**src/sv32ptw_pkg.sv**
```systemverilog
`default_nettype none
package sv32ptw_pkg;

   localparam int XLEN       = 32;
   localparam int PPN_W      = 20;
   localparam int VPN_W      = 10;
   localparam int PAGE_OFS_W = 12;
   localparam int PTE_PPN_LO = 10;

   localparam int QUEUE_DEPTH = 4;
   localparam int QPTR_W      = 2;

   localparam int CSR_ADDR_W = 3;
   localparam logic REG_ROOT_PAGE_NUMBER = 1'b0;

   localparam logic OP_TRANSLATE = 1'b0;
   localparam logic OP_RESPONSE  = 1'b1;

   localparam logic [1:0] ACCESS_WRITE = 2'd2;

   localparam logic [XLEN-1:0] ENTRY_VALID    = 32'h0000_0001;
   localparam logic [XLEN-1:0] ENTRY_ACCESSED = 32'h0000_0040;
   localparam logic [XLEN-1:0] ENTRY_DIRTY    = 32'h0000_0080;

   typedef enum logic [1:0] {
      PHASE_IDLE = 2'd0,
      PHASE_L1   = 2'd1,
      PHASE_L2   = 2'd2
   } phase_type;

   typedef enum logic [1:0] {
      KIND_READ  = 2'd0,
      KIND_WRITE = 2'd1,
      KIND_DONE  = 2'd2,
      KIND_FAULT = 2'd3
   } kind_type;

   typedef struct packed {
      logic             op;
      logic [XLEN-1:0]  virtual_address;
      logic [1:0]       access_type;
      logic [XLEN-1:0]  read_data;
   } req_word_type;

   typedef struct packed {
      kind_type         kind;
      logic [XLEN-1:0]  address;
      logic [XLEN-1:0]  write_data;
      logic             fault_level;
      logic             last;
   } rsp_word_type;

   // results of one word going into the response queue
   typedef struct packed {
      logic [1:0]    count;
      rsp_word_type  r0;
      rsp_word_type  r1;
   } push_type;

   function automatic rsp_word_type make_rsp(
      input kind_type        kind,
      input logic [XLEN-1:0] address,
      input logic [XLEN-1:0] write_data,
      input logic            fault_level,
      input logic            last
   );
      rsp_word_type r;
      r.kind        = kind;
      r.address     = address;
      r.write_data  = write_data;
      r.fault_level = fault_level;
      r.last        = last;
      return r;
   endfunction

endpackage
`default_nettype wire

```
**src/sv32ptw_req_if.sv**
```systemverilog
`default_nettype none
interface sv32ptw_req_if;
   import sv32ptw_pkg::*;

   logic              valid;
   logic              ready;
   logic              op;
   logic [XLEN-1:0]   virtual_address;
   logic [1:0]        access_type;
   logic [XLEN-1:0]   read_data;

   modport source (output valid, op, virtual_address, access_type, read_data, input ready);
   modport sink   (input valid, op, virtual_address, access_type, read_data, output ready);
endinterface
`default_nettype wire

```
**src/sv32ptw_rsp_if.sv**
```systemverilog
`default_nettype none
interface sv32ptw_rsp_if;
   import sv32ptw_pkg::*;

   logic              valid;
   logic              ready;
   kind_type          kind;
   logic [XLEN-1:0]   address;
   logic [XLEN-1:0]   write_data;
   logic              fault_level;
   logic              last;

   modport source (output valid, kind, address, write_data, fault_level, last, input ready);
   modport sink   (input valid, kind, address, write_data, fault_level, last, output ready);
endinterface
`default_nettype wire

```
**src/sv32ptw_walk.sv**
```systemverilog
`default_nettype none
module sv32ptw_walk (
   input  logic                                  clock,
   input  logic                                  reset,
   sv32ptw_req_if.sink                           req_ch,
   input  logic [sv32ptw_pkg::PPN_W-1:0]         root_page_number,
   input  logic                                  room,
   output sv32ptw_pkg::push_type                 push
);
   import sv32ptw_pkg::*;

   logic             s1_valid_ff, s1_valid_in;
   req_word_type     s1_word_ff, s1_word_in;
   phase_type        phase_ff, phase_in;
   logic [XLEN-1:0]  saved_va_ff, saved_va_in;
   logic [1:0]       saved_at_ff, saved_at_in;
   logic [XLEN-1:0]  leaf_addr_ff, leaf_addr_in;
   logic             advance;
   logic             take;
   logic             busy;
   logic [XLEN-1:0]  pte;
   logic [XLEN-1:0]  upd;

   assign advance      = s1_valid_ff && room;
   assign req_ch.ready = !s1_valid_ff || room;
   assign take         = req_ch.valid && req_ch.ready;

   assign s1_word_in.op              = req_ch.op;
   assign s1_word_in.virtual_address = req_ch.virtual_address;
   assign s1_word_in.access_type     = req_ch.access_type;
   assign s1_word_in.read_data       = req_ch.read_data;

   always_comb begin
      if (take) begin
         s1_valid_in = 1'b1;
      end else if (advance) begin
         s1_valid_in = 1'b0;
      end else begin
         s1_valid_in = s1_valid_ff;
      end
   end

   assign busy = (phase_ff == PHASE_L1) || (phase_ff == PHASE_L2);
   assign pte  = s1_word_ff.read_data;
   assign upd  = pte | ENTRY_ACCESSED |
                 ((saved_at_ff == ACCESS_WRITE) ? ENTRY_DIRTY : '0);

   always_comb begin
      phase_in     = phase_ff;
      saved_va_in  = saved_va_ff;
      saved_at_in  = saved_at_ff;
      leaf_addr_in = leaf_addr_ff;
      push.count   = 2'd0;
      push.r0      = '0;
      push.r1      = '0;
      if (advance) begin
         if (s1_word_ff.op == OP_TRANSLATE) begin
            if (!busy) begin
               saved_va_in = s1_word_ff.virtual_address;
               saved_at_in = s1_word_ff.access_type;
               phase_in    = PHASE_L1;
               push.count  = 2'd1;
               push.r0     = make_rsp(KIND_READ,
                  {root_page_number, s1_word_ff.virtual_address[XLEN-1 -: VPN_W], 2'b00},
                  '0, 1'b0, 1'b1);
            end
         end else begin
            unique case (phase_ff)
               PHASE_L1: begin
                  push.count = 2'd1;
                  if (!pte[0]) begin
                     phase_in = PHASE_IDLE;
                     push.r0  = make_rsp(KIND_FAULT, '0, '0, 1'b0, 1'b1);
                  end else begin
                     // upper entry ppn bits drop out of the 32-bit address
                     leaf_addr_in = {pte[PTE_PPN_LO +: PPN_W],
                                     saved_va_ff[PAGE_OFS_W +: VPN_W], 2'b00};
                     phase_in     = PHASE_L2;
                     push.r0      = make_rsp(KIND_READ, leaf_addr_in, '0, 1'b0, 1'b1);
                  end
               end
               PHASE_L2: begin
                  phase_in = PHASE_IDLE;
                  if (!pte[0]) begin
                     push.count = 2'd1;
                     push.r0    = make_rsp(KIND_FAULT, '0, '0, 1'b1, 1'b1);
                  end else begin
                     push.count = 2'd2;
                     push.r0    = make_rsp(KIND_WRITE, leaf_addr_ff, upd, 1'b0, 1'b0);
                     push.r1    = make_rsp(KIND_DONE,
                        {pte[PTE_PPN_LO +: PPN_W], saved_va_ff[PAGE_OFS_W-1:0]},
                        '0, 1'b0, 1'b1);
                  end
               end
               default: begin
               end
            endcase
         end
      end
   end

   always_ff @(posedge clock) begin
      if (reset) begin
         s1_valid_ff  <= 1'b0;
         phase_ff     <= PHASE_IDLE;
         saved_va_ff  <= '0;
         saved_at_ff  <= '0;
         leaf_addr_ff <= '0;
      end else begin
         s1_valid_ff  <= s1_valid_in;
         phase_ff     <= phase_in;
         saved_va_ff  <= saved_va_in;
         saved_at_ff  <= saved_at_in;
         leaf_addr_ff <= leaf_addr_in;
      end
   end

   always_ff @(posedge clock) begin
      if (take) begin
         s1_word_ff <= s1_word_in;
      end
   end

endmodule
`default_nettype wire

```
**src/sv32ptw_rspq.sv**
```systemverilog
`default_nettype none
module sv32ptw_rspq (
   input  logic                    clock,
   input  logic                    reset,
   input  sv32ptw_pkg::push_type   push,
   output logic                    room,
   sv32ptw_rsp_if.source           rsp_ch
);
   import sv32ptw_pkg::*;

   rsp_word_type       mem_ff [QUEUE_DEPTH];
   logic [QPTR_W-1:0]  wr_ff, wr_in;
   logic [QPTR_W-1:0]  rd_ff, rd_in;
   logic [QPTR_W:0]    count_ff, count_in;
   logic [QPTR_W-1:0]  wr_next;
   logic               pop;
   rsp_word_type       head;

   assign pop     = rsp_ch.valid && rsp_ch.ready;
   assign wr_next = wr_ff + 1'b1;
   // two free slots, so a word with two results always fits
   assign room    = count_ff <= (QPTR_W+1)'(QUEUE_DEPTH - 2);

   assign wr_in    = wr_ff + QPTR_W'(push.count);
   assign rd_in    = rd_ff + QPTR_W'(pop);
   assign count_in = count_ff + (QPTR_W+1)'(push.count) - (QPTR_W+1)'(pop);

   always_ff @(posedge clock) begin
      if (reset) begin
         wr_ff    <= '0;
         rd_ff    <= '0;
         count_ff <= '0;
      end else begin
         wr_ff    <= wr_in;
         rd_ff    <= rd_in;
         count_ff <= count_in;
      end
   end

   always_ff @(posedge clock) begin
      if (push.count != 2'd0) begin
         mem_ff[wr_ff] <= push.r0;
      end
      if (push.count == 2'd2) begin
         mem_ff[wr_next] <= push.r1;
      end
   end

   assign head               = mem_ff[rd_ff];
   assign rsp_ch.valid       = count_ff != '0;
   assign rsp_ch.kind        = head.kind;
   assign rsp_ch.address     = head.address;
   assign rsp_ch.write_data  = head.write_data;
   assign rsp_ch.fault_level = head.fault_level;
   assign rsp_ch.last        = head.last;

endmodule
`default_nettype wire

```
**src/sv32ptw_top.sv**
```systemverilog
`default_nettype none
// two-level sv32 page table walker
// req_ch carries a translate request (op 0: virtual address, access type) or a
// memory read response (op 1: entry data). rsp_ch returns memory read requests,
// entry write-backs, the translated physical address or a fault.
// a translate request yields one read of the first-level entry; the first
// response yields a read of the leaf entry or a fault; the second response
// yields a fault, or a write-back followed by the physical address (last set).
// requests while a walk is open and responses while idle are dropped silently.
// a word is registered at the input, worked from that register once the queue
// has room, and its results sit in a four-entry queue that drives rsp_ch.
// one word is accepted per cycle while the queue has room; results drain one
// per cycle, so words that make two results slow intake only when they pile up.
// a stalled receiver fills the queue; intake stops once fewer than two slots
// remain free, and resumes as results are taken.
// reset (synchronous, active high) ends any open walk, empties the queue and
// clears root_page_number, written through the csr port at byte address 0.
module sv32_page_table_walker_top (
   input  logic                                  clock,
   input  logic                                  reset,
   sv32ptw_req_if.sink                           req_ch,
   sv32ptw_rsp_if.source                         rsp_ch,
   input  logic                                  csr_psel,
   input  logic                                  csr_penable,
   input  logic                                  csr_pwrite,
   input  logic [sv32ptw_pkg::CSR_ADDR_W-1:0]    csr_paddr,
   input  logic [31:0]                           csr_pwdata,
   output logic [31:0]                           csr_prdata,
   output logic                                  csr_pready
);
   import sv32ptw_pkg::*;

   logic [PPN_W-1:0]  root_ff, root_in;
   logic              csr_write;
   logic              room;
   push_type          push;

   assign csr_pready = 1'b1;
   assign csr_write  = csr_psel && csr_penable && csr_pwrite && csr_pready;

   always_comb begin
      root_in = root_ff;
      if (csr_write && (csr_paddr[2] == REG_ROOT_PAGE_NUMBER)) begin
         root_in = csr_pwdata[PPN_W-1:0];
      end
   end

   always_ff @(posedge clock) begin
      if (reset) begin
         root_ff <= '0;
      end else begin
         root_ff <= root_in;
      end
   end

   assign csr_prdata = (csr_paddr[2] == REG_ROOT_PAGE_NUMBER) ?
                       {{(32-PPN_W){1'b0}}, root_ff} : '0;

   sv32ptw_walk u_walk (
      .clock            (clock),
      .reset            (reset),
      .req_ch           (req_ch),
      .root_page_number (root_ff),
      .room             (room),
      .push             (push)
   );

   sv32ptw_rspq u_rspq (
      .clock  (clock),
      .reset  (reset),
      .push   (push),
      .room   (room),
      .rsp_ch (rsp_ch)
   );

   a_push_needs_room: assert property (@(posedge clock) disable iff (reset)
      (push.count != 2'd0) |-> room)
      else $error("results pushed into a full queue");

   a_pair_order: assert property (@(posedge clock) disable iff (reset)
      (push.count == 2'd2) |-> (push.r0.kind == KIND_WRITE && !push.r0.last &&
                                push.r1.kind == KIND_DONE && push.r1.last))
      else $error("write-back and done pair out of order");

   a_single_last: assert property (@(posedge clock) disable iff (reset)
      (push.count == 2'd1) |-> (push.r0.last && push.r0.kind != KIND_WRITE &&
                                push.r0.kind != KIND_DONE))
      else $error("single result of a word malformed");

   a_pop_after_push: assert property (@(posedge clock) disable iff (reset)
      (push.count != 2'd0) |=> rsp_ch.valid)
      else $error("pushed result not visible on rsp_ch");

endmodule
`default_nettype wire
```
**src/flat_wrapper.sv**
```systemverilog
// flat-port wrapper written by rule: the top's interface ports become plain ports
module sv32_page_table_walker_top_flat import sv32ptw_pkg::*;
  (clock, reset, csr_psel, csr_penable, csr_pwrite, csr_paddr, csr_pwdata, csr_prdata, csr_pready, req_ch_valid, req_ch_op, req_ch_virtual_address, req_ch_access_type, req_ch_read_data, req_ch_ready, rsp_ch_valid, rsp_ch_kind, rsp_ch_address, rsp_ch_write_data, rsp_ch_fault_level, rsp_ch_last, rsp_ch_ready);
  sv32ptw_req_if req_ch_i ();
  sv32ptw_rsp_if rsp_ch_i ();
  input  logic clock;
  input  logic reset;
  input  logic csr_psel;
  input  logic csr_penable;
  input  logic csr_pwrite;
  input  logic [sv32ptw_pkg::CSR_ADDR_W-1:0] csr_paddr;
  input  logic [31:0] csr_pwdata;
  output logic [31:0] csr_prdata;
  output logic csr_pready;
  input wire logic [$bits(req_ch_i.valid)-1:0] req_ch_valid;
  input wire logic [$bits(req_ch_i.op)-1:0] req_ch_op;
  input wire logic [$bits(req_ch_i.virtual_address)-1:0] req_ch_virtual_address;
  input wire logic [$bits(req_ch_i.access_type)-1:0] req_ch_access_type;
  input wire logic [$bits(req_ch_i.read_data)-1:0] req_ch_read_data;
  output wire logic [$bits(req_ch_i.ready)-1:0] req_ch_ready;
  output wire logic [$bits(rsp_ch_i.valid)-1:0] rsp_ch_valid;
  output wire logic [$bits(rsp_ch_i.kind)-1:0] rsp_ch_kind;
  output wire logic [$bits(rsp_ch_i.address)-1:0] rsp_ch_address;
  output wire logic [$bits(rsp_ch_i.write_data)-1:0] rsp_ch_write_data;
  output wire logic [$bits(rsp_ch_i.fault_level)-1:0] rsp_ch_fault_level;
  output wire logic [$bits(rsp_ch_i.last)-1:0] rsp_ch_last;
  input wire logic [$bits(rsp_ch_i.ready)-1:0] rsp_ch_ready;
  assign req_ch_i.valid = req_ch_valid;
  assign req_ch_i.op = req_ch_op;
  assign req_ch_i.virtual_address = req_ch_virtual_address;
  assign req_ch_i.access_type = req_ch_access_type;
  assign req_ch_i.read_data = req_ch_read_data;
  assign req_ch_ready = req_ch_i.ready;
  assign rsp_ch_valid = rsp_ch_i.valid;
  assign rsp_ch_kind = rsp_ch_i.kind;
  assign rsp_ch_address = rsp_ch_i.address;
  assign rsp_ch_write_data = rsp_ch_i.write_data;
  assign rsp_ch_fault_level = rsp_ch_i.fault_level;
  assign rsp_ch_last = rsp_ch_i.last;
  assign rsp_ch_i.ready = rsp_ch_ready;
  sv32_page_table_walker_top u_core (.clock(clock), .reset(reset), .req_ch(req_ch_i), .rsp_ch(rsp_ch_i), .csr_psel(csr_psel), .csr_penable(csr_penable), .csr_pwrite(csr_pwrite), .csr_paddr(csr_paddr), .csr_pwdata(csr_pwdata), .csr_prdata(csr_prdata), .csr_pready(csr_pready));
endmodule
```
**config.mk**
```make
export PLATFORM = sky130hd
export DESIGN_NAME = sv32_page_table_walker_top_flat
export DESIGN_NICKNAME = d
export VERILOG_FILES = /design/src/sv32ptw_pkg.sv /design/src/sv32ptw_req_if.sv /design/src/sv32ptw_rsp_if.sv /design/src/sv32ptw_walk.sv /design/src/sv32ptw_rspq.sv /design/src/sv32ptw_top.sv /design/src/flat_wrapper.sv
export SDC_FILE = /design/constraint.sdc
export NUM_CORES = 1
export LEC_CHECK = 0
export BUFFER_PORTS_ARGS = -buffer_cell sky130_fd_sc_hd__buf_2
export CORE_UTILIZATION = 60
export DETAILED_ROUTE_END_ITERATION = 8
export PLACE_DENSITY = 0.85
export SLEW_MARGIN = 10
export SYNTH_ARGS = -nofsm -noshare
export SYNTH_HDL_FRONTEND = slang
export SYNTH_SLANG_ARGS = --single-unit
```
**constraint.sdc**
```tcl
create_clock -name clock -period 6.2 [get_ports clock]
set_clock_uncertainty 0.1 [all_clocks]
set_input_delay 0.93 -clock clock [delete_from_list [all_inputs] [get_ports clock]]
set_output_delay 0.93 -clock clock [all_outputs]
set_load 0.03 [all_outputs]
```
-- Word level (Yosys, flattened, before mapping)
Memory sizes are Yosys's and may differ from the RTL's. A register that Yosys moved wholly into a read port is not among the register bits.
Index checks and enable logic that the tools add are counted.
- register bits after elaboration: 151
- bits in latches: 0
- bits in writable memories: 272
- ROM bits: 0
- input bits: 109
- word-level logic and storage cells: 67
- memories: 1
- memory list (memory ; depth ; width ; read ports ; clocked after memory_dff ; write ports ; RTL line ; RTL):
    u_core.u_rspq.mem_ff ; 4 ; 68 ; 1 ; 1 ; 2 ; sv32ptw_rspq.sv:11 ; rsp_word_type mem_ff [QUEUE_DEPTH];
- add/sub/neg operators: 5
- $mul: 0
- div/mod/pow operators: 0
- order comparisons: 1
- eq/ne operators: 6
- shifts and indexed selects: 0
- mux-type cells: 22
- bitwise operators: 4
- reductions and logical operators: 15
- operators with widths (operator ; number):
    68-bit two-way mux ; 4
    70-bit two-way mux ; 2
    70-bit one-hot mux with 2 select lines ; 1
    138-bit two-way mux ; 1
    69-bit two-way mux ; 1
    32-bit by 8-bit OR with 32-bit output ; 1
    20-bit two-way mux ; 1
    2-bit two-way mux ; 4
    8-bit two-way mux ; 1
    2-bit equality test, second input constant ; 3
    1-bit logical AND ; 6
    1-bit two-way mux ; 6
    3-bit AND reduction ; 2
    2-bit one-hot mux with 2 select lines ; 1
    4-bit AND reduction ; 1
    2-bit nonzero test ; 2
    3-bit by 2-bit adder with 3-bit output ; 1
    3-bit by 2-bit less-or-equal comparator with 1-bit output, second input constant ; 1
    3-bit by 1-bit != test with 1-bit output, second input constant ; 1
    1-bit inverter ; 3
    3-bit nonzero test ; 1
    3-bit by 1-bit subtractor with 3-bit output ; 1
    2-bit by 1-bit adder with 2-bit output ; 1
    2-bit by 1-bit adder with 2-bit output, second input constant ; 1
    other kinds (5) ; 6

-- Depth between registers and ports, before layout
- depth after elaboration: 10
- gate-level depth with buffers: 11
- mapped depth without buffers: 10

-- Hierarchy
From an unflattened synthesis, not the netlist that was laid out.
- cells, all modules: 1369
- area total of the unflattened synthesis: 20380.8 µm²
- modules (own cells, without submodules) (module ; times used ; cells an instance ; area an instance (µm²) ; sequential area each (µm²)):
    sv32ptw_rspq ; 1 ; 705 ; 13621.8 ; 8308.0
    sv32ptw_walk ; 1 ; 539 ; 5594.1 ; 3123.0
    sv32_page_table_walker_top ; 1 ; 125 ; 1164.9 ; 400.4

-- Least setup slack after synthesis
Ideal clock, no wire load.
- kind: input to register
- start point: input port req_ch_valid
- end point: register u_core.u_walk.s1_word_ff (netlist bit u_core.u_walk.pte[0]) (enable)
- arrival: 2.481 ns
- setup slack: 3.188 ns
- cell stages on the path: 1
- path buffers: 0
- cell sequence: and2_1
- cells in the longest elaborated chain, start to end: 1
- RTL lines (what ; RTL line ; RTL):
    start, declared ; flat_wrapper.sv:15 ; input wire logic [$bits(req_ch_i.valid)-1:0] req_ch_valid;
    1-bit logical AND ; sv32ptw_walk.sv:26 ; assign take = req_ch.valid && req_ch.ready;
    end signal, assigned ; sv32ptw_walk.sv:120 ; s1_word_ff <= s1_word_in;
    end, declared ; sv32ptw_walk.sv:13 ; req_word_type s1_word_ff, s1_word_in;
Every way passes these cells.
A chain may end at the register's enable or synchronous reset.

==> flow_metrics.tcl <==
set metrics [dict create \
    outcome "finished, final reports clean" \
    drtAntennaViolNets 0 \
    slew_headroom_pct 18.74 \
    cp.buffers_inverters 2 \
    crit_arrival_ns 2.93 \
    clk_latency_ns 0.54 \
    holdCritPathClass "reg -> reg" \
    min_path_cells 2 \
    track_usage_pct 31.40 \
    worstHoldStart "u_core.u_walk.saved_va_ff[2]" \
    setup_ws_ns 2.235 \
    wl_per_cell_um 23.22 \
    fillerInstances 1817 \
    synth_top_area_share_pct 34.88 \
    clkSlewWorstSetupHoldPaths_ns 0.06 \
    ys_top_cells_by_area "edfxtp_1 (35%), dfxtp_1 (25%), mux4_2 (8.7%), mux2i_1 (5.2%), o22ai_1 (4.4%)" \
    syn2layout_area_growth_pct 14.39 \
    r2r_start "u_core.u_walk.phase_ff[0]" \
    r2r_cells 8 \
    synth.most_common_cell "dfxtp_1" \
    grt-ovfl-total 0 \
    die-area_um2 29670 \
    maxSlewViolCount 0 \
    powerDensity_nw_per_um2 340.0 \
    period_needed_ns 3.965 \
    numCtsBuffers 42 \
    cts_tree "built" \
    worstSetupStartpointType "register" \
    p_leak_nw 7.700 \
    synth_edf_count 202 \
    synth_top_family_by_area "multiplexers" \
    rsz0062_at_grt "no" \
    htreeDepth 2 \
    synth_seq_cells 418 \
    hold_violations 0 \
    synth-xor-area-share_pct 0.3021 \
    setup-tns-final_ns 0 \
    crit_path_end_kind "output port" \
    place_ws_ns 2.534 \
    multiInputGateArea_um2 6376 \
    crit_family "flip-flops" \
    synth_seq_area_share_pct 59.74 \
    path_cells "buf_4, mux4_2, buf_2" \
    grt_max_degree 85 \
    fmax_mhz 252.2 \
    nNetsFinal 1678 \
    crit_type "reg -> out" \
    synthArstFlopShare_pct 0 \
    viasPerCell 6.537 \
    yosysTopAreaCell "edfxtp_1" \
    drt_wl_total_mm 45.84 \
    synthTopCellsByCount "dfxtp_1 (216), edfxtp_1 (202), nand2_1 (194)" \
    dpl.hpwl_mm 26.58 \
    worstMarginPinSlew_ns 1.213 \
    core_um2 28160 \
    antenna_found_initial 2 \
    drt_iter0_markers 1940 \
    dr.pass1.iters 9 \
    setup_viol 0 \
    synth.cell_area_um2 17390 \
    grt_pass1_vias 12705 \
    synth_fa_ha_area_share_pct 0.5467 \
    muxShareOfSynthArea_pct 13.86 \
    synthCells 1430 \
    hold_ws_ns 0.3554 \
    crit_slowest_cell "dfxtp_4" \
    cts-resized-gates 0 \
    postSynthAreaPerCell_um2 12.16 \
    die_w_um 172.3 \
    ir_drop_v 0.0002455 \
    yosys.area_share.simple_pct 10.24 \
    post-route-period-util_pct 63.95 \
    grt_pass1_wl_mm 69.86 \
    holdBufCountCts 0 \
    synth_compound_area_share_pct 11.14 \
    vias 12904 \
    crit_path_max_incr_delay_ns 0.87 \
    path_max_fanout 37 \
    r2r-end "u_core.u_rspq.mem_ff[2][42]" \
    synth_flop_cell "dfxtp_1" \
    postCtsSetupRepairBufs 0 \
    r2r_slack_ns 2.38 \
    drc 0 \
    drive_above_1_share_pct 23.01 \
    yosysUniqueCellTypes 51 \
    seq_area_um2 10400 \
    die_h_um 172.3 \
    io_pins 212 \
    start_util_pct 61.76 \
    cts_root_buf "clkbuf_16" \
    clkSinkCount 418 \
    gp_congestion 0.8540 \
    rows 61 \
    clockBufferDepth 3 \
    numPortBuffers 183 \
    worstPathRequired_ns 5.17 \
    ys_warn_count 0 \
    maxCapViolCount 0 \
    min_to "u_core.u_walk.saved_va_ff[2]" \
]
cell type report:
class / count / area share [%]
clock inverter: 9 / 0.7295
timing repair buffer: 206 / 5.471
tap: 378 / 2.377
multi-input combinational: 878 / 32.05
clock buffer: 68 / 6.811
inverter: 16 / 0.3019
sequential: 418 / 52.25
antenna: 1 / 0.01258
cells in the final DEF, fill, tap and decap left out, types with 13 or more instances in the layout:
| cell type | netlist | layout |
|---|---|---|
| clkbuf_16 | 0 | 47 |
| nand2_1 | 194 | 194 |
| and2_1 | 24 | 23 |
| nor2_1 | 122 | 119 |
| inv_1 | 16 | 16 |
| a222oi_1 | 30 | 30 |
| nor2b_1 | 24 | 23 |
| edfxtp_1 | 202 | 202 |
| a21oi_1 | 82 | 82 |
| mux2i_1 | 90 | 90 |
| o22ai_1 | 121 | 121 |
| buf_2 | 37 | 183 |
| conb_1 | 2 | 13 |
| dfxtp_1 | 216 | 214 |
| buf_4 | 22 | 23 |
| a22o_1 | 35 | 35 |
| mux4_2 | 67 | 67 |
worst max path at each step:
stage,start,end,slack (ns),cells past startpoint
floorplan,req_ch_valid,u_core.u_walk.pte[0],3.19,1
global placement,u_core.u_walk.phase_ff[0],u_core.u_rspq.mem_ff[2][47],2.59,8
detailed placement,u_core.u_walk.phase_ff[0],u_core.u_rspq.mem_ff[2][41],2.53,8
CTS,u_core.u_rspq.rd_ff[0],rsp_ch_address[20],2.16,3
global route,u_core.u_rspq.rd_ff[0],rsp_ch_kind[0],2.05,3
finish,u_core.u_rspq.rd_ff[0],rsp_ch_address[25],2.24,3
worst register-to-register path, stage by stage (launching register included):
cell	delay (ns)
dfxtp_1	0.38
inv_1	0.06
ha_1	0.43
nand4b_4	0.29
nor2_2	0.26
and3_1	1.00
a21oi_2	0.27
inv_1	0.15
buf_4	0.48
flip-flops by register name (all words and copies together), names as in the netlist, 3 cells and up:
signal	cells
u_core.root_ff	20
u_core.u_rspq.count_ff	3
u_core.u_rspq.mem_ff	268
u_core.u_walk.leaf_addr_ff	30
u_core.u_walk.pte	31
u_core.u_walk.s1_word_ff	35
u_core.u_walk.saved_va_ff	22
power by group:
group          total [W]  internal [W]  switching [W]
clock network    0.00270       0.00166        0.00104
logic           0.000935      0.000357       0.000578
registers        0.00313       0.00298       0.000142
total            0.00676       0.00500        0.00176
cell families (layout without fill, tap and decap cells):
logic type | Yosys count | in the layout
xor+xnor | 6 | 6
compound gates | 291 | 291
fa+ha+maj | 7 | 7
other cells | 2 | 14
buf+inv | 145 | 299
mux | 157 | 157
simple gates | 404 | 404
flops | 418 | 418
per-layer routing:
layer / routed length [um] / share of wire, % / track usage (%) / up-vias
met5: 22 / 0.048 / 0 / -
met4: 1786 / 3.9 / 14.47 / 4
met3: 6081 / 13 / 9.064 / 181
met2: 21950 / 48 / 50.09 / 1011
met1: 16010 / 35 / 39.72 / 6126
li1: - / - / - / 5582
per-stage QoR:
stage                     utilization [%]  cell area [um2]  power (W)  instances
after floorplan                         -            17430   0.003836       1441
after global placement              65.31            18390   0.004090       1896
after detailed placement            65.31            18390   0.004109       1896
after CTS                           70.63            19890   0.006777       1973
after global routing                70.63            19890   0.006969       1973
final                               70.64            19900   0.006764       1974
Power figures use the tool's default switching activity.
